## config.mk

```make
export PLATFORM = sky130hd
export DESIGN_NAME = rwmc_walk
export DESIGN_NICKNAME = d
export VERILOG_FILES = /design/src/design/rwmc_pkg.sv /design/src/design/rwmc_walk.sv
export SDC_FILE = /design/constraint.sdc
export NUM_CORES = 1
export LEC_CHECK = 0
export BUFFER_PORTS_ARGS = -buffer_cell sky130_fd_sc_hd__buf_4
export CAP_MARGIN = 20
export CORE_ASPECT_RATIO = 1.25
export CORE_MARGIN = 2
export CORE_UTILIZATION = 45
export DETAILED_ROUTE_END_ITERATION = 8
export PLACE_DENSITY_LB_ADDON = 0.1
export SLEW_MARGIN = 20
export SYNTH_ARGS = -nofsm -noshare
export SYNTH_HDL_FRONTEND = slang
export SYNTH_SLANG_ARGS = --single-unit
export TNS_END_PERCENT = 10
```

## constraint.sdc

```tcl
create_clock -name clk -period 13.6 [get_ports clk]
set_input_delay 0.68 -clock clk [delete_from_list [all_inputs] [get_ports clk]]
set_output_delay 0.68 -clock clk [all_outputs]
set_load 0.01 [all_outputs]
```

## src/design/rwmc_pkg.sv

```systemverilog
// Shared constants, types and helper functions of the maze carver.
`default_nettype none

package rwmc_pkg;

	// map geometry
	localparam int CELLS_PER_SIDE = 32;
	localparam int CELL_W         = $clog2(CELLS_PER_SIDE);
	localparam int ADDR_W         = 2 * CELL_W;
	localparam int MAP_DEPTH      = CELLS_PER_SIDE * CELLS_PER_SIDE;

	// field widths
	localparam int COORD_W = 7;
	localparam int CNT_W   = 11;
	localparam int TOTAL_W = 2 * (COORD_W - 1);
	localparam int EPOCH_W = 8;

	localparam int IN_TDATA_W  = 24;
	localparam int OUT_TDATA_W = 48;

	localparam logic [COORD_W-1:0] GRID_MIN   = COORD_W'(3);
	localparam logic [COORD_W-1:0] GRID_LIM   = COORD_W'(2 * CELLS_PER_SIDE + 1);
	localparam logic [CNT_W-1:0]   CNT_MAX    = '1;
	localparam logic [EPOCH_W-1:0] EPOCH_LAST = '1;
	localparam logic [EPOCH_W-1:0] EPOCH_FIRST = EPOCH_W'(1);

	// item kinds (tuser)
	localparam logic FUNC_BEGIN = 1'b0;
	localparam logic FUNC_STEP  = 1'b1;

	// direction codes
	localparam logic [1:0] DIR_UP    = 2'd0;
	localparam logic [1:0] DIR_DOWN  = 2'd1;
	localparam logic [1:0] DIR_LEFT  = 2'd2;
	localparam logic [1:0] DIR_RIGHT = 2'd3;

	// result status codes
	localparam logic [1:0] ST_WALK   = 2'd0;
	localparam logic [1:0] ST_DONE   = 2'd1;
	localparam logic [1:0] ST_REJECT = 2'd2;
	localparam logic [1:0] ST_IDLE   = 2'd3;

	// configuration register indexes
	localparam logic CFG_GRID_WIDTH  = 1'b0;
	localparam logic CFG_GRID_HEIGHT = 1'b1;

	// what the first stage decided for an item
	localparam logic [2:0] OP_BEGIN  = 3'd0;  // start cell accepted
	localparam logic [2:0] OP_REJECT = 3'd1;  // bad geometry or start
	localparam logic [2:0] OP_IDLE   = 3'd2;  // step with no maze
	localparam logic [2:0] OP_FIN    = 3'd3;  // step after the walk is done
	localparam logic [2:0] OP_MOVE   = 3'd4;  // walker moved, carve if unvisited
	localparam logic [2:0] OP_STAY   = 3'd5;  // no direction leads inside

	typedef logic [COORD_W-1:0] coord_t;

	typedef struct packed {
		logic                ok;
		coord_t              width;
		coord_t              height;
		logic [TOTAL_W-1:0]  total;
	} geo_t;

	typedef struct packed {
		logic [2:0]          op;
		coord_t              cur_x;
		coord_t              cur_y;
		coord_t              wall_x;
		coord_t              wall_y;
		logic [ADDR_W-1:0]   addr;
		logic [EPOCH_W-1:0]  epoch;
	} s1_item_t;

	typedef struct packed {
		logic                en;
		logic [ADDR_W-1:0]   addr;
		logic [EPOCH_W-1:0]  mark;
	} item_wr_t;

	typedef struct packed {
		logic                start;
		logic [ADDR_W-1:0]   idx;
		logic [EPOCH_W-1:0]  epoch;
	} clr_req_t;

	typedef struct packed {
		coord_t              cur_x;
		coord_t              cur_y;
		logic                carved;
		coord_t              wall_x;
		coord_t              wall_y;
		logic [CNT_W-1:0]    cells_visited;
		logic [1:0]          status;
	} result_t;

	// x offset of one move, two's complement on COORD_W+1 bits
	function automatic logic [COORD_W:0] step_dx(input logic [1:0] dir);
		logic [COORD_W:0] d;
		case (dir)
			DIR_LEFT:  d = -(COORD_W+1)'(2);
			DIR_RIGHT: d = (COORD_W+1)'(2);
			default:   d = '0;
		endcase
		return d;
	endfunction

	function automatic logic [COORD_W:0] step_dy(input logic [1:0] dir);
		logic [COORD_W:0] d;
		case (dir)
			DIR_UP:   d = -(COORD_W+1)'(2);
			DIR_DOWN: d = (COORD_W+1)'(2);
			default:  d = '0;
		endcase
		return d;
	endfunction

	// odd coordinate strictly inside the grid; top bit set means negative
	function automatic logic cell_inside(input logic [COORD_W:0] x, input logic [COORD_W:0] y,
		input coord_t w, input coord_t h);
		logic [COORD_W:0] xl;
		logic [COORD_W:0] yl;
		xl = {1'b0, w} - (COORD_W+1)'(1);
		yl = {1'b0, h} - (COORD_W+1)'(1);
		return !x[COORD_W] && !y[COORD_W] && (x != '0) && (y != '0)
			&& (x < xl) && (y < yl) && x[0] && y[0];
	endfunction

	// cell address of an odd coordinate pair
	function automatic logic [ADDR_W-1:0] map_index(input logic [COORD_W:0] x,
		input logic [COORD_W:0] y);
		return {y[CELL_W:1], x[CELL_W:1]};
	endfunction

endpackage

`default_nettype wire

```

## src/design/rwmc_walk.sv

```systemverilog
// First stage: walker state, move decision and visited-map read issue.
`default_nettype none

module rwmc_walk (
	input  wire logic                          clk,
	input  wire logic                          arst_n,
	input  wire logic                          in_valid,
	output logic                               in_ready,
	input  wire logic                          func,
	input  wire rwmc_pkg::coord_t              start_x,
	input  wire rwmc_pkg::coord_t              start_y,
	input  wire logic [1:0]                    dir_first,
	input  wire logic [1:0]                    dir_second,
	input  wire logic [1:0]                    dir_third,
	input  wire logic [1:0]                    dir_fourth,
	input  wire rwmc_pkg::geo_t                geo,
	input  wire logic                          clr_busy,
	input  wire logic                          advance,
	input  wire logic [rwmc_pkg::CNT_W-1:0]    count_next,
	output rwmc_pkg::s1_item_t                 s1,
	output logic                               s1_valid,
	output logic                               rd_en,
	output logic      [rwmc_pkg::ADDR_W-1:0]   rd_addr,
	output rwmc_pkg::clr_req_t                 clr_req
);
	import rwmc_pkg::*;

	coord_t             walker_x_q;
	coord_t             walker_y_q;
	logic               active_q;
	logic [EPOCH_W-1:0] epoch_q;
	s1_item_t           s1_q;
	logic               s1_valid_q;

	logic [3:0][1:0]    dirs;
	logic               accept;
	logic               start_ok;
	logic               finished;
	logic               found;
	logic [COORD_W:0]   tx;
	logic [COORD_W:0]   ty;
	logic [COORD_W:0]   sum_x;
	logic [COORD_W:0]   sum_y;
	logic               wrap;
	logic               active_nxt;
	s1_item_t           nxt;

	assign dirs     = {dir_fourth, dir_third, dir_second, dir_first};
	assign in_ready = !clr_busy && (!s1_valid_q || advance);
	assign accept   = in_valid && in_ready;

	assign start_ok = geo.ok && cell_inside({1'b0, start_x}, {1'b0, start_y},
		geo.width, geo.height);
	assign finished = TOTAL_W'(count_next) >= geo.total;

	// first of the four directions whose target lies inside the grid
	always_comb begin : dir_pick
		logic [COORD_W:0] cx;
		logic [COORD_W:0] cy;
		found = 1'b0;
		tx    = {1'b0, walker_x_q};
		ty    = {1'b0, walker_y_q};
		for (int i = 0; i < 4; i++) begin
			cx = {1'b0, walker_x_q} + step_dx(dirs[i]);
			cy = {1'b0, walker_y_q} + step_dy(dirs[i]);
			if (!found && cell_inside(cx, cy, geo.width, geo.height)) begin
				found = 1'b1;
				tx    = cx;
				ty    = cy;
			end
		end
	end

	assign sum_x = {1'b0, walker_x_q} + tx;
	assign sum_y = {1'b0, walker_y_q} + ty;
	assign wrap  = (func == FUNC_BEGIN) && start_ok && (epoch_q == EPOCH_LAST);

	always_comb begin
		nxt.op     = OP_STAY;
		nxt.cur_x  = walker_x_q;
		nxt.cur_y  = walker_y_q;
		nxt.wall_x = sum_x[COORD_W:1];
		nxt.wall_y = sum_y[COORD_W:1];
		nxt.addr   = map_index(tx, ty);
		nxt.epoch  = epoch_q;
		active_nxt = active_q;
		case (func)
			FUNC_BEGIN: begin
				if (start_ok) begin
					nxt.op     = OP_BEGIN;
					nxt.cur_x  = start_x;
					nxt.cur_y  = start_y;
					nxt.addr   = map_index({1'b0, start_x}, {1'b0, start_y});
					nxt.epoch  = wrap ? EPOCH_FIRST : epoch_q + EPOCH_W'(1);
					active_nxt = 1'b1;
				end else begin
					nxt.op     = OP_REJECT;
					active_nxt = 1'b0;
				end
			end
			default: begin
				if (!active_q) begin
					nxt.op = OP_IDLE;
				end else if (!geo.ok) begin
					nxt.op = OP_REJECT;
				end else if (finished) begin
					nxt.op = OP_FIN;
				end else if (found) begin
					nxt.op    = OP_MOVE;
					nxt.cur_x = tx[COORD_W-1:0];
					nxt.cur_y = ty[COORD_W-1:0];
				end else begin
					nxt.op = OP_STAY;
				end
			end
		endcase
	end

	always_ff @(posedge clk or negedge arst_n) begin
		if (!arst_n) begin
			walker_x_q <= '0;
			walker_y_q <= '0;
			active_q   <= 1'b0;
			epoch_q    <= '0;
			s1_valid_q <= 1'b0;
		end else begin
			if (accept) begin
				walker_x_q <= nxt.cur_x;
				walker_y_q <= nxt.cur_y;
				active_q   <= active_nxt;
				epoch_q    <= nxt.epoch;
				s1_valid_q <= 1'b1;
			end else if (advance) begin
				s1_valid_q <= 1'b0;
			end
		end
	end

	always_ff @(posedge clk) begin
		if (accept) begin
			s1_q <= nxt;
		end
	end

	assign s1       = s1_q;
	assign s1_valid = s1_valid_q;
	assign rd_en    = accept;
	assign rd_addr  = nxt.addr;

	assign clr_req.start = accept && wrap;
	assign clr_req.idx   = nxt.addr;
	assign clr_req.epoch = nxt.epoch;

endmodule

`default_nettype wire

```

# Word level (Yosys, flattened, before mapping)

Index checks and enable logic that the tools add are counted.

Equal/unequal tests: 13
Reductions and logical operators: 72
Shifts and indexed selects: 0
Divide/modulo/power cells: 0
$mul: 0
Bitwise gates (word level): 1
$lt $le $gt $ge: 11
Add/sub/neg operators: 13
Mux-type cells: 37

Operator list:

| cell                                                                | number |
|---|---|
| 8-bit one-hot mux with 2 select lines                               | 8 |
| 7-bit by 8-bit adder with 8-bit output                              | 10 |
| 8-bit two-way mux                                                   | 9 |
| 14-bit two-way mux                                                  | 5 |
| 8-bit < comparator                                                  | 8 |
| 8-bit nonzero test                                                  | 8 |
| 1-bit logical AND                                                   | 42 |
| 18-bit two-way mux                                                  | 2 |
| 17-bit two-way mux                                                  | 1 |
| 2-bit == test (second input constant)                               | 8 |
| 7-bit by 8-bit < comparator with 1-bit output                       | 2 |
| 7-bit by 1-bit subtractor with 8-bit output (second input constant) | 2 |
| 7-bit nonzero test                                                  | 2 |
| 1-bit zero test                                                     | 13 |
| 11-bit by 12-bit >= comparator with 1-bit output                    | 1 |
| 1-bit two-way mux                                                   | 9 |
| 3-bit two-way mux                                                   | 3 |
| 8-bit by 1-bit adder with 8-bit output (second input constant)      | 1 |
| 2-bit by 1-bit == test with 1-bit output (second input constant)    | 4 |
| 8-bit == test (second input constant)                               | 1 |
| 2-bit zero test                                                     | 4 |
| 2-bit AND reduction                                                 | 1 |
| 2-bit nonzero test                                                  | 1 |
| 1-bit logical OR                                                    | 1 |
| 1-bit NOT                                                           | 1 |

Bits in latches: 0
Memory bits (read-only): 0
Bits in writable memories: 0
Memories kept: 0
Register bits: 73
Logic and storage cells: 159

# Depth between registers and ports, before layout

Word-level depth: 26
Depth in mapped cells: 26
Depth with buffers taken out: 24

# Worst setup path after synthesis

Ideal clock, no wire load.

Path kind: input -> register
Start point: in dir_fourth[0]
End point: reg s1_q (netlist bit s1[31]) (data pin)
Stages on the path: 24
Slack: 7877 ps
Arrival time: 5467 ps
Data required time: 13343 ps
Buffers on the path: 3
Setup time: 257 ps
Cell sequence: or2_2 > clkbuf_1 > inv_1 > ha_1 > nor2b_1 > o31a_1 > or4_1 > nand3_1 > ha_1 > a221oi_1 > o2111a_1 > or4b_1 > clkbuf_1 > nand2b_1 > buf_2 > a31oi_1 > ha_1 > a21o_1 > a21oi_1 > o21bai_1 > a21oi_1 > nor2b_1 > o21ai_0 > nand2b_1

RTL lines:

| what                   | line             | RTL |
|---|---|---|
| start: declaration     | rwmc_walk.sv:15  | `input wire logic [1:0] dir_fourth,` |
| end signal: assignment | rwmc_walk.sv:141 | `s1_q <= nxt;` |
| end: declaration       | rwmc_walk.sv:32  | `s1_item_t s1_q;` |

==> reports/qor.txt <==
Die Span X = 122 microns
post-synth top area share = 0.197
CTS Hold Buffers Added = 0
I/O pin count = 147
hold slack = 0.272 ns
Register Area = 0.00207 sq mm
most frequent cells in the layout = buf_4 (148), ha_1 (122), inv_1 (51), nand2_1 (50), edfxtp_1 (49)
Finish-stage setup viols = 0
htree depth = 3
worst skew pair latency = 0.33 ns
Final nets = 1,138
kind of end point of the critical path = flop
aggregate global routing overflow = 0
vias in the first global route = 6,619
clk sinks = 73
first-pass GRT wire length = 35,700 microns
1st-iter DRT viols = 505
routability cong. = 0.862
worst slew pin tran = 1.02 ns
Clock Skew = 0.00807 ns
CP Max Fanout = 15
Seq/Total Area, Yosys = 0.267
Final Max Slew Viols = 0
DR vias = 7,018
total of max-cap violations = 0
EDFF count, synth = 49
synth warn = 0
status = completed
Port-buffer cells = 146
initial antenna violation count = 0
Tmin final = 6.65 ns
Starting Density = 0.461
largest net degree at the start of global routing = 52
synthesized instance count = 850
Reg clk slew, reported paths = 0.06 ns
drt via density = 6.00
ys async rst share = 0.329
Mean Syn Cell Area = 9.14 sq um
type of the most critical hold path = input port to async pin
top post-synthesis cells by area = ha_1 (20%), edfxtp_1 (19%), dfrtp_1 (7.7%), xnor2_1 (4.3%), a21oi_1 (3.0%)
ANT nets after route = 0
Final Hold Fails = 0
multi-input logic area = 0.00515 sq mm
WP data arrival = 6.73 ns
Slew headroom = 0.318
Clock Tree Buf Depth = 2
Num CTS Buffers = 9
largest area contributor in the synthesized netlist = ha_1
total wire length = 23,500 microns
WP data required = 13.67 ns
Met1 Routed Length = 9780 microns
Leak Pwr = 4.14 nW
Core Rows = 53
total power = 1.20 mW
Setup TNS Final = 0 ns
Synth cell types = 64
Synth Net Count = 1,043
synthesized area = 0.00777 sq mm
Crit Path Category = flop to flop
period utilization = 0.489
Fillers = 1,624
Tot GR Track Use = 0.254
Cell Pwr Density = 131 mW/mm^2
total core area = 0.0168 sq mm
Post-CTS Resized = 0
first drt pass iteration count = 5
CTS tree = built
Worst VDD drop = 0.0465 mV
Synth-to-Final Area Change = 17.5%
Die H = 151 microns
Yosys reg bits = 73
root buffer cell = clkbuf_16
Residual DRC = 0
unrepaired setup endpoints after global routing = false
Max Freq = 150 MHz
uppermost layer routed = met4
WL met3 = 1290 microns
met2 wire length = 11,600 microns
DIE AREA = 0.0183 sq mm
post-CTS setup buffer count = 0
commonest non-fill, non-tap cell in the layout = buf_4
DP HPWL = 18,200 microns
Critical Path Start Type = flop
layout cells sized above 1 = 0.210
Post-synth top flop = edfxtp_1
DR WL/cell = 20.1 microns
kinds of logic after synthesis:
logic type,Yosys count,share of synthesized area
compound gates,227,0.205
xor+xnor,60,0.0677
fa+ha+maj,127,0.209
buf+inv,116,0.0706
flops,73,0.267
mux,11,0.0158
simple gates,236,0.165
Yosys cell counts, types with 9 or more instances:
| library cell | number |
|---|---|
| ha_1 | 122 |
| inv_1 | 52 |
| nand2_1 | 50 |
| edfxtp_1 | 49 |
| a21oi_1 | 47 |
| xnor2_1 | 38 |
| buf_4 | 28 |
| clkbuf_1 | 28 |
| o21ai_0 | 28 |
| nor2_1 | 27 |
| nand3_1 | 26 |
| dfrtp_1 | 24 |
| nand2b_1 | 23 |
| a21o_1 | 22 |
| o22ai_1 | 22 |
| xor2_1 | 22 |
| nor3_1 | 20 |
| and3_1 | 16 |
| nand4_1 | 16 |
| o211ai_1 | 13 |
| a31oi_1 | 12 |
| a211oi_1 | 10 |
| mux2_2 | 10 |
| o221a_1 | 10 |
| o221a_2 | 10 |
| or2_2 | 10 |
| nand3b_1 | 9 |
| o21a_1 | 9 |
critical path: stages, from the launching register on:
cell and delay (ns):
dfrtp_1 0.73, inv_1 0.31, fa_1 0.52, nor2b_1 0.23, o21a_1 0.19, o211ai_1 0.20, ha_1 0.37, a22oi_1 0.15
nand4_1 0.09, or3_1 0.35, or4_4 0.60, nor3_2 0.65, nand2_1 0.13, a31oi_1 0.55, ha_1 0.35, a21o_1 0.17
a21oi_1 0.23, o21bai_1 0.09, a21oi_1 0.22, nor2b_1 0.07, o21ai_0 0.15, nand2b_1 0.07
final timing paths:
check,cells after the start,slack [ns],startpoint,endpoint
min in group clk,1,0.51,s1_valid,s1_valid
max in group asynchronous,1,13.05,arst_n,epoch_q[3]
max reg2reg,21,6.95,walker_y_q[2],s1[31]
min reg2reg,1,0.51,s1_valid,s1_valid
min,1,0.27,arst_n,s1_valid
max,21,6.95,walker_y_q[2],s1[31]
final cells by class:
type / instances / share of cell area
Multi-Input combinational cell: 661 / 0.564
Sequential cell: 73 / 0.227
Timing Repair Buffer: 148 / 0.122
Tap cell: 220 / 0.0302
Clock buffer: 11 / 0.0266
Inverter: 52 / 0.0214
Clock inverter: 4 / 0.00836
Antenna cell: 1 / 0.000274
flip-flops by register name, indices dropped and copies added, names as in the netlist:
register,cells
active_q,1
epoch_q,8
s1,49
s1_valid,1
walker_x_q,7
walker_y_q,7
power breakdown:
part,total [mW],switching [mW],leakage (nW),internal (mW)
registers,0.341,0.0552,0.757,0.286
clock network,0.257,0.0917,0.152,0.165
logic,0.601,0.328,3.23,0.273
total,1.20,0.475,4.14,0.725
layer usage:
metal	GRT usage	up-vias
met2	0.461	278
li1	-	3369
met3	0.0245	44
met4	0.102	0
met5	0	-
met1	0.306	3327
per-stage QoR:
| step | util | worst slack [ns] | instances | cell area, sq um |
|---|---|---|---|---|
| after floorplan | - | 7.88 | 850 | 7770 |
| after global placement | 0.523 | 7.08 | 1154 | 8810 |
| after detailed placement | 0.523 | 6.96 | 1154 | 8810 |
| after CTS | 0.542 | 7.08 | 1169 | 9130 |
| after global routing | 0.542 | 6.58 | 1169 | 9130 |
| final | 0.542 | 6.95 | 1170 | 9130 |
No activity file was read; power rests on OpenSTA's default activity.
