--- src/design/rwmc_pkg.sv ---
// Shared constants, types and helper functions of the maze carver.
`default_nettype none

package rwmc_pkg;

	// map geometry
	localparam int CELLS_PER_SIDE = 32;
	localparam int CELL_W         = $clog2(CELLS_PER_SIDE);
	localparam int ADDR_W         = 2 * CELL_W;
	localparam int MAP_DEPTH      = CELLS_PER_SIDE * CELLS_PER_SIDE;

	// field widths
	localparam int COORD_W = 7;
	localparam int CNT_W   = 11;
	localparam int TOTAL_W = 2 * (COORD_W - 1);
	localparam int EPOCH_W = 8;

	localparam int IN_TDATA_W  = 24;
	localparam int OUT_TDATA_W = 48;

	localparam logic [COORD_W-1:0] GRID_MIN   = COORD_W'(3);
	localparam logic [COORD_W-1:0] GRID_LIM   = COORD_W'(2 * CELLS_PER_SIDE + 1);
	localparam logic [CNT_W-1:0]   CNT_MAX    = '1;
	localparam logic [EPOCH_W-1:0] EPOCH_LAST = '1;
	localparam logic [EPOCH_W-1:0] EPOCH_FIRST = EPOCH_W'(1);

	// item kinds (tuser)
	localparam logic FUNC_BEGIN = 1'b0;
	localparam logic FUNC_STEP  = 1'b1;

	// direction codes
	localparam logic [1:0] DIR_UP    = 2'd0;
	localparam logic [1:0] DIR_DOWN  = 2'd1;
	localparam logic [1:0] DIR_LEFT  = 2'd2;
	localparam logic [1:0] DIR_RIGHT = 2'd3;

	// result status codes
	localparam logic [1:0] ST_WALK   = 2'd0;
	localparam logic [1:0] ST_DONE   = 2'd1;
	localparam logic [1:0] ST_REJECT = 2'd2;
	localparam logic [1:0] ST_IDLE   = 2'd3;

	// configuration register indexes
	localparam logic CFG_GRID_WIDTH  = 1'b0;
	localparam logic CFG_GRID_HEIGHT = 1'b1;

	// what the first stage decided for an item
	localparam logic [2:0] OP_BEGIN  = 3'd0;  // start cell accepted
	localparam logic [2:0] OP_REJECT = 3'd1;  // bad geometry or start
	localparam logic [2:0] OP_IDLE   = 3'd2;  // step with no maze
	localparam logic [2:0] OP_FIN    = 3'd3;  // step after the walk is done
	localparam logic [2:0] OP_MOVE   = 3'd4;  // walker moved, carve if unvisited
	localparam logic [2:0] OP_STAY   = 3'd5;  // no direction leads inside

	typedef logic [COORD_W-1:0] coord_t;

	typedef struct packed {
		logic                ok;
		coord_t              width;
		coord_t              height;
		logic [TOTAL_W-1:0]  total;
	} geo_t;

	typedef struct packed {
		logic [2:0]          op;
		coord_t              cur_x;
		coord_t              cur_y;
		coord_t              wall_x;
		coord_t              wall_y;
		logic [ADDR_W-1:0]   addr;
		logic [EPOCH_W-1:0]  epoch;
	} s1_item_t;

	typedef struct packed {
		logic                en;
		logic [ADDR_W-1:0]   addr;
		logic [EPOCH_W-1:0]  mark;
	} item_wr_t;

	typedef struct packed {
		logic                start;
		logic [ADDR_W-1:0]   idx;
		logic [EPOCH_W-1:0]  epoch;
	} clr_req_t;

	typedef struct packed {
		coord_t              cur_x;
		coord_t              cur_y;
		logic                carved;
		coord_t              wall_x;
		coord_t              wall_y;
		logic [CNT_W-1:0]    cells_visited;
		logic [1:0]          status;
	} result_t;

	// x offset of one move, two's complement on COORD_W+1 bits
	function automatic logic [COORD_W:0] step_dx(input logic [1:0] dir);
		logic [COORD_W:0] d;
		case (dir)
			DIR_LEFT:  d = -(COORD_W+1)'(2);
			DIR_RIGHT: d = (COORD_W+1)'(2);
			default:   d = '0;
		endcase
		return d;
	endfunction

	function automatic logic [COORD_W:0] step_dy(input logic [1:0] dir);
		logic [COORD_W:0] d;
		case (dir)
			DIR_UP:   d = -(COORD_W+1)'(2);
			DIR_DOWN: d = (COORD_W+1)'(2);
			default:  d = '0;
		endcase
		return d;
	endfunction

	// odd coordinate strictly inside the grid; top bit set means negative
	function automatic logic cell_inside(input logic [COORD_W:0] x, input logic [COORD_W:0] y,
		input coord_t w, input coord_t h);
		logic [COORD_W:0] xl;
		logic [COORD_W:0] yl;
		xl = {1'b0, w} - (COORD_W+1)'(1);
		yl = {1'b0, h} - (COORD_W+1)'(1);
		return !x[COORD_W] && !y[COORD_W] && (x != '0) && (y != '0)
			&& (x < xl) && (y < yl) && x[0] && y[0];
	endfunction

	// cell address of an odd coordinate pair
	function automatic logic [ADDR_W-1:0] map_index(input logic [COORD_W:0] x,
		input logic [COORD_W:0] y);
		return {y[CELL_W:1], x[CELL_W:1]};
	endfunction

endpackage

`default_nettype wire

--- src/design/rwmc_result.sv ---
// Second stage: visited check, carve, cell count and result register.
`default_nettype none

module rwmc_result (
	input  wire logic                         clk,
	input  wire logic                         arst_n,
	input  wire rwmc_pkg::s1_item_t           s1,
	input  wire logic                         s1_valid,
	input  wire logic [rwmc_pkg::EPOCH_W-1:0] rd_data,
	input  wire logic                         rd_hit,
	input  wire logic [rwmc_pkg::TOTAL_W-1:0] total,
	input  wire logic                         out_ready,
	output logic                              out_valid,
	output rwmc_pkg::result_t                 result,
	output logic                              advance,
	output logic      [rwmc_pkg::CNT_W-1:0]   count_next,
	output rwmc_pkg::item_wr_t                item_wr
);
	import rwmc_pkg::*;

	logic [CNT_W-1:0] count_q;
	logic             out_valid_q;
	result_t          result_q;

	logic             visited;
	logic             carve;
	logic [CNT_W-1:0] count_res;
	logic [1:0]       status;

	// a stored mark of the current epoch means visited in this maze
	assign visited = rd_hit || (rd_data == s1.epoch);
	assign carve   = (s1.op == OP_MOVE) && !visited;

	always_comb begin
		case (s1.op)
			OP_BEGIN: count_res = CNT_W'(1);
			OP_MOVE:  count_res = (carve && (count_q != CNT_MAX)) ? count_q + CNT_W'(1)
				: count_q;
			default:  count_res = count_q;
		endcase
	end

	always_comb begin
		case (s1.op)
			OP_REJECT: status = ST_REJECT;
			OP_IDLE:   status = ST_IDLE;
			OP_FIN:    status = ST_DONE;
			default:   status = (TOTAL_W'(count_res) >= total) ? ST_DONE : ST_WALK;
		endcase
	end

	assign advance    = s1_valid && (!out_valid_q || out_ready);
	assign count_next = s1_valid ? count_res : count_q;

	assign item_wr.en   = advance && ((s1.op == OP_BEGIN) || carve);
	assign item_wr.addr = s1.addr;
	assign item_wr.mark = s1.epoch;

	always_ff @(posedge clk or negedge arst_n) begin
		if (!arst_n) begin
			count_q     <= '0;
			out_valid_q <= 1'b0;
		end else begin
			if (advance) begin
				count_q     <= count_res;
				out_valid_q <= 1'b1;
			end else if (out_ready) begin
				out_valid_q <= 1'b0;
			end
		end
	end

	always_ff @(posedge clk) begin
		if (advance) begin
			result_q.cur_x         <= s1.cur_x;
			result_q.cur_y         <= s1.cur_y;
			result_q.carved        <= carve;
			result_q.wall_x        <= carve ? s1.wall_x : '0;
			result_q.wall_y        <= carve ? s1.wall_y : '0;
			result_q.cells_visited <= count_res;
			result_q.status        <= status;
		end
	end

	assign out_valid = out_valid_q;
	assign result    = result_q;

endmodule

`default_nettype wire

--- config.mk ---
export PLATFORM = sky130hd
export DESIGN_NAME = rwmc_result
export DESIGN_NICKNAME = d
export VERILOG_FILES = /design/src/design/rwmc_pkg.sv /design/src/design/rwmc_result.sv
export SDC_FILE = /design/constraint.sdc
export NUM_CORES = 1
export LEC_CHECK = 0
export BUFFER_PORTS_ARGS = -buffer_cell sky130_fd_sc_hd__buf_4
export CELL_PAD_IN_SITES_DETAIL_PLACEMENT = 0
export CELL_PAD_IN_SITES_GLOBAL_PLACEMENT = 1
export CORE_ASPECT_RATIO = 0.7
export CORE_MARGIN = 2
export CORE_UTILIZATION = 35
export CTS_CLUSTER_SIZE = 30
export DETAILED_ROUTE_END_ITERATION = 8
export GPL_TIMING_DRIVEN = 0
export PLACE_DENSITY_LB_ADDON = 0.1
export REMOVE_ABC_BUFFERS = 1
export SYNTH_ARGS = -nofsm -noshare
export SYNTH_HDL_FRONTEND = slang
export SYNTH_SLANG_ARGS = --single-unit
--- constraint.sdc ---
create_clock -name clk -period 4 [get_ports clk]
set_input_delay 0.8 -clock clk [delete_from_list [all_inputs] [get_ports clk]]
set_output_delay 0.8 -clock clk [all_outputs]
set_load 0.01 [all_outputs]
### Word level (Yosys, flattened, before mapping)

Cells that the tools add are included.

| word-level totals | value |
|---|---|
| bits in registers | 54 |
| memory bits (writable) | 0 |
| latch bits | 0 |
| memories kept | 0 |
| memory bits (read-only) | 0 |
| input bits | 74 |
| logic and storage cells | 35 |
| output and inout bits | 74 |

| cells by class | value |
|---|---|
| $mul | 0 |
| $lt $le $gt $ge | 1 |
| muxes and demuxes | 7 |
| shifts and indexed selects | 0 |
| add/subtract/negate cells | 1 |
| bitwise logic cells | 0 |
| div/mod/pow operators | 0 |
| reductions and logical operators | 11 |
| equality and inequality tests | 6 |

Operator list:

| cell | number |
|---|---|
| two-way mux 11 bit | 2 |
| one-hot mux 11 bit (2 select lines) | 1 |
| >= comparator 11 x 12 -> 1 bit | 1 |
| adder 11 x 1 -> 11 bit, second input constant | 1 |
| != test 11 bit, second input constant | 1 |
| == test 8 bit | 1 |
| == test 3 x 2 -> 1 bit, second input constant | 2 |
| one-hot mux 2 bit (3 select lines) | 1 |
| logical AND 1 bit | 4 |
| == test 3 x 1 -> 1 bit, second input constant | 1 |
| == test 3 bit, second input constant | 1 |
| logical NOT 3 bit | 1 |
| logical OR 1 bit | 3 |
| two-way mux 1 bit | 3 |
| logical NOT 1 bit | 2 |
| nonzero test 2 bit | 1 |

### Logic depth before layout (Yosys ltp)

| depth | value |
|---|---|
| depth in word-level cells | 10 |
| gate-level depth with buffers | 12 |
| depth with buffers taken out | 12 |

### Worst setup path before layout

No wires, ideal clock.

| path | value |
|---|---|
| path type | input port to flip-flop |
| start | in s1[47] (netlist bit) |
| end | reg result_q, in the netlist result[0] (data pin) |
| arrival | 3.081 ns |
| data required time | 3.738 ns |
| path slack | 0.658 ns |
| stages on the path | 10 |
| buffers on the path | 1 |
| setup time | 0.262 ns |
| cell sequence | buf_2 nor4b_4 o21ai_1 or4_1 a21oi_1 ha_1 and3_1 a2111o_1 a31oi_1 o21ai_0 |

| on the way | value |
|---|---|
| word-level cells in the longest chain between the ends | 8 |
| elaborated cells on any way between the ends | 12 |
| classes of those cells | order compare (1); eq/ne (4); mux (4); reduce/logical (3) |

RTL lines:

| element | RTL line | source |
|---|---|---|
| start, declared | rwmc_result.sv:7 | `input wire rwmc_pkg::s1_item_t s1,` |
| == test 3 bit | rwmc_result.sv:32, rwmc_result.sv:35 |  |
| logical AND 1 bit | rwmc_result.sv:32 | `assign carve = (s1.op == OP_MOVE) && !visited;` |
| logical AND 1 bit | rwmc_result.sv:37 | `OP_MOVE: count_res = (carve && (count_q != CNT_MAX)) ? count_q + CNT_W'(1)` |
| two-way mux 11 bit | rwmc_result.sv:37 |  |
| one-hot mux 11 bit (2 select lines) * | rwmc_result.sv:35 | `case (s1.op)` |
| via count_res[5] | rwmc_result.sv:27 | `logic [CNT_W-1:0] count_res;` |
| >= comparator 11 x 12 -> 1 bit * | rwmc_result.sv:48 | `default: status = (TOTAL_W'(count_res) >= total) ? ST_DONE : ST_WALK;` |
| two-way mux 1 bit * | rwmc_result.sv:48 |  |
| one-hot mux 2 bit (3 select lines) * | rwmc_result.sv:44 | `case (s1.op)` |
| via status[0] | rwmc_result.sv:28 | `logic [1:0] status;` |
| end, declared | rwmc_result.sv:23 | `result_t result_q;` |

Mark *: on every way through the listed nets, which the timed path passes. The rest lies on a longest branch.
A chain may end at the register's enable or synchronous reset.

### Worst setup path in the final report

| path | value |
|---|---|
| start | in s1[0] (netlist bit) |
| end | out count_next[10] (netlist bit) |

| on the way | value |
|---|---|
| word-level cells in the longest chain between the ends | 8 |

RTL lines:

| element | RTL line | source |
|---|---|---|
| == test 8 bit | rwmc_result.sv:31 | `assign visited = rd_hit \|\| (rd_data == s1.epoch);` |
| logical OR 1 bit | rwmc_result.sv:31 |  |
| logical NOT 1 bit | rwmc_result.sv:32 |  |
| logical AND 1 bit | rwmc_result.sv:32 |  |
| logical AND 1 bit | rwmc_result.sv:37 |  |
| two-way mux 11 bit | rwmc_result.sv:37 |  |
| one-hot mux 11 bit (2 select lines) | rwmc_result.sv:35 |  |
| two-way mux 11 bit | rwmc_result.sv:53 | `assign count_next = s1_valid ? count_res : count_q;` |
| end, declared | rwmc_result.sv:16 | `output logic [rwmc_pkg::CNT_W-1:0] count_next,` |

No other way between the ends.

==> run_results.csv <==
group,metric,value,unit
cts,ctsRootBufferMaster,"clkbuf_16",
logic_synthesis,synth.ff_latch_count,54,
die,rows,29,
worst_setup_path,r2r_slack,470,ps
worst_setup_path,cp.arrival,2830,ps
cts,numCtsBuffers,5,
cts,clk_pin_slew_worst_paths,80,ps
detailed_routing,drt_iter0_drc,149,
power,total_leakage_power,0.00183,uW
logic_synthesis,synth_edf_count,42,
cts,clk_latency,300,ps
layout,fin_cells,529,
layout,num_antenna_cells,0,
layout,finalCoreUtilization,0.480,
cts,cts_sinks,54,
global_routing,antenna_found_initial,0,
timing,tightestPinTransition,1210,ps
global_routing,grt_pass1_wl,13800,um
global_routing,overflow,0,
worst_setup_path,r2r_start,"count_q[0]",
logic_synthesis,async_flop_share,0.222,
timing,post-route-period-util,0.907,
layout,nNetsFinal,490,
timing,worst_slack,370,ps
logic_synthesis,synth_top_area_share,0.395,
detailed_routing,dr.pass1.iters,5,
layout,syn2layout_area_growth,34.6,%
timing,clock.fmax,275,MHz
die,die_h,83.9,um
timing,slew_headroom,0.187,
logic_synthesis,yosysSeqAreaShare,0.489,
placed_design,dp_hpwl,6290,um
outcome,outcome,"finished, final reports clean",
detailed_routing,vias,2723,
cts,clk_path_buf_depth,2,
logic_synthesis,synthTopCellsByArea,"edfxtp_1 39%, dfrtp_1 9.4%, ha_1 4.7%",
die,die-area,0.00992,mm^2
detailed_routing,routed_wl,8830,um
global_routing,grt_start_max_net_pins,51,
worst_setup_path,crit_path_max_fanout,16,
cts,h-tree-depth,2,
die,die_x,118,um
logic_synthesis,ys.flop_type,"edfxtp_1",
global_routing,grt_pass1_vias,2596,
timing,slew_violations,0,
logic_synthesis,syn_area_per_cell,10.6,um^2
logic_synthesis,syn-cell-area,0.00319,mm^2
global_routing,track_usage,0.178,
hold_path,hp-class,"in -> async",
worst_setup_path,reg2reg_to,"result[0]",
die,io_pins,148,
timing,post-route-min-period,3630,ps
layout,final_cell_area,0.00430,mm^2
layout,fillers,866,
logic_synthesis,synth_top_area_cell,"edfxtp_1",
worst_setup_path,end_kind,"output port",
cts,holdBufCountCts,0,
timing,finalHoldViolCount,0,
detailed_routing,drc_errors,0,
detailed_routing,wl_per_cell,16.7,um
logic_synthesis,ys_types,48,
logic_synthesis,synth_most_common_cell,"edfxtp_1",
cts,tritoncts,"built",
timing,fin_skew,5.96,ps
die,core,0.00896,mm^2
worst_setup_path,critPathKind,"in -> out",
placed_design,portBuffers,127,
placed_design,globalplace.congestion,0.868,
placed_design,dp_cells,516,
power,ir_drop,190,uV
logic_synthesis,synth_commonest_cells,"42 x edfxtp_1, 27 x nand3_1, 20 x a21oi_1",
die,initial_core_util,0.356,
flow_run,drv_cap,0,
detailed_routing,drtAntennaViolNets,0,
logic_synthesis,ys_warn_count,0,
timing,fin_hold_ws,337,ps
logic_synthesis,synth_cells,301,
detailed_routing,vias_per_cell,5.15,
placed_design,dpl_worst_slack,-902,ps
placed_design,place_area,0.00407,mm^2
power,cellPowerDensity,387,mW/mm^2
worst_setup_path,crit_required,3200,ps
timing,rsz0062_at_grt,"false",
timing,setup_viol,0,
worst_setup_path,crit_path_start_kind,"primary input",
layout,drive_above_1_share,0.370,
worst_setup_path,reg2reg_depth,11,
through the flow:
step / setup TNS (ps) / total power [uW]
floorplan: 0 / 943
global placement: -3270 / 1140
detailed placement: -2950 / 1150
CTS: 0 / 1670
global route: 0 / 1740
finish: 0 / 1660
worst max-delay path: stages:
cell and delay [ps]:
buf_4 120, xnor2_1 190, nand4_1 240, o21ai_4 500
clkinvlp_4 240, buf_4 190, a21oi_1 280, a21oi_1 110
buf_4 160
area by class of cell:
type | instances | area [um^2] | share of cell area
multi-input combinational | 191 | 1340 | 0.311
timing repair inverter | 1 | 5.00 | 0.00116
sequential | 54 | 1560 | 0.363
clock buffer | 5 | 125 | 0.0291
tap | 124 | 155 | 0.0361
inverter | 20 | 80.1 | 0.0186
timing repair buffer | 131 | 983 | 0.229
clock inverter | 3 | 48.8 | 0.0114
sequential cells by signal, indices dropped and copies added (netlist names):
signal     flops
result        42
count_q       11
out_valid      1
kinds of logic (layout without fill, tap and decap cells):
logic type / Yosys count / after routing / synth area share
buffers and inverters: 56 / 160 / 0.0952
AOI/OAI and AO/OA: 66 / 66 / 0.153
xor gates and xnor gates: 10 / 10 / 0.0274
muxes: 2 / 2 / 0.00627
DFF: 54 / 54 / 0.489
and+or+nand+nor: 101 / 101 / 0.182
adders and majority gates: 12 / 12 / 0.0470
layer usage:
layer / part of all wire / wire [um] / vias to the layer above / global-route usage
met2: 0.43 / 3810 / 121 / 0.255
met4: 0.0085 / 75 / 0 / 0.0504
met3: 0.084 / 744 / 7 / 0.0526
met5: 0 / 0 / - / 0
li1: - / - / 1306 / -
met1: 0.48 / 4200 / 1289 / 0.258
worst max path at each step:
stage / startpoint / to / slack (ps) / cells after the start
2_1_floorplan: s1[2] / result[0] / 230 / 11
3_3_place_gp: s1[5] / result[0] / -900 / 12
3_5_place_dp: s1[0] / result[0] / -900 / 12
4_1_cts: s1[7] / result[0] / 110 / 12
5_1_grt: s1[3] / count_next[10] / 180 / 9
6_report: s1[0] / count_next[10] / 370 / 9
power breakdown:
part           total, uW  internal [uW]  switching [uW]
clock                520            300             220
sequential           706            657            49.3
combinational        435            200             235
total               1660           1160             504
placed cells by master, fill, tap and decap left out, types with 3 or more instances in the layout:
cell type / synthesis / final
inv_1: 19 / 18
a21oi_1: 20 / 20
a21boi_0: 3 / 3
and3_1: 7 / 7
nand2_1: 18 / 18
a32o_1: 4 / 4
and2_1: 15 / 15
xnor2_1: 10 / 10
nand4_1: 5 / 5
nor3_1: 7 / 7
o21ai_0: 9 / 9
ha_1: 12 / 12
o211ai_1: 7 / 7
buf_4: 19 / 131
edfxtp_1: 42 / 42
nand3_1: 27 / 27
clkbuf_16: 0 / 5
or3_1: 3 / 3
o221ai_1: 4 / 4
dfrtp_1: 12 / 12
nor2_1: 6 / 6
o31ai_1: 5 / 5
what timing repair did:
item | CTS | global route
setup buffers | 0 | 4
gates cloned | 1 | 0
resized for setup | 3 | 0
endpoints found under the setup margin | 8 | 1
(Power assumes the default switching activity.)
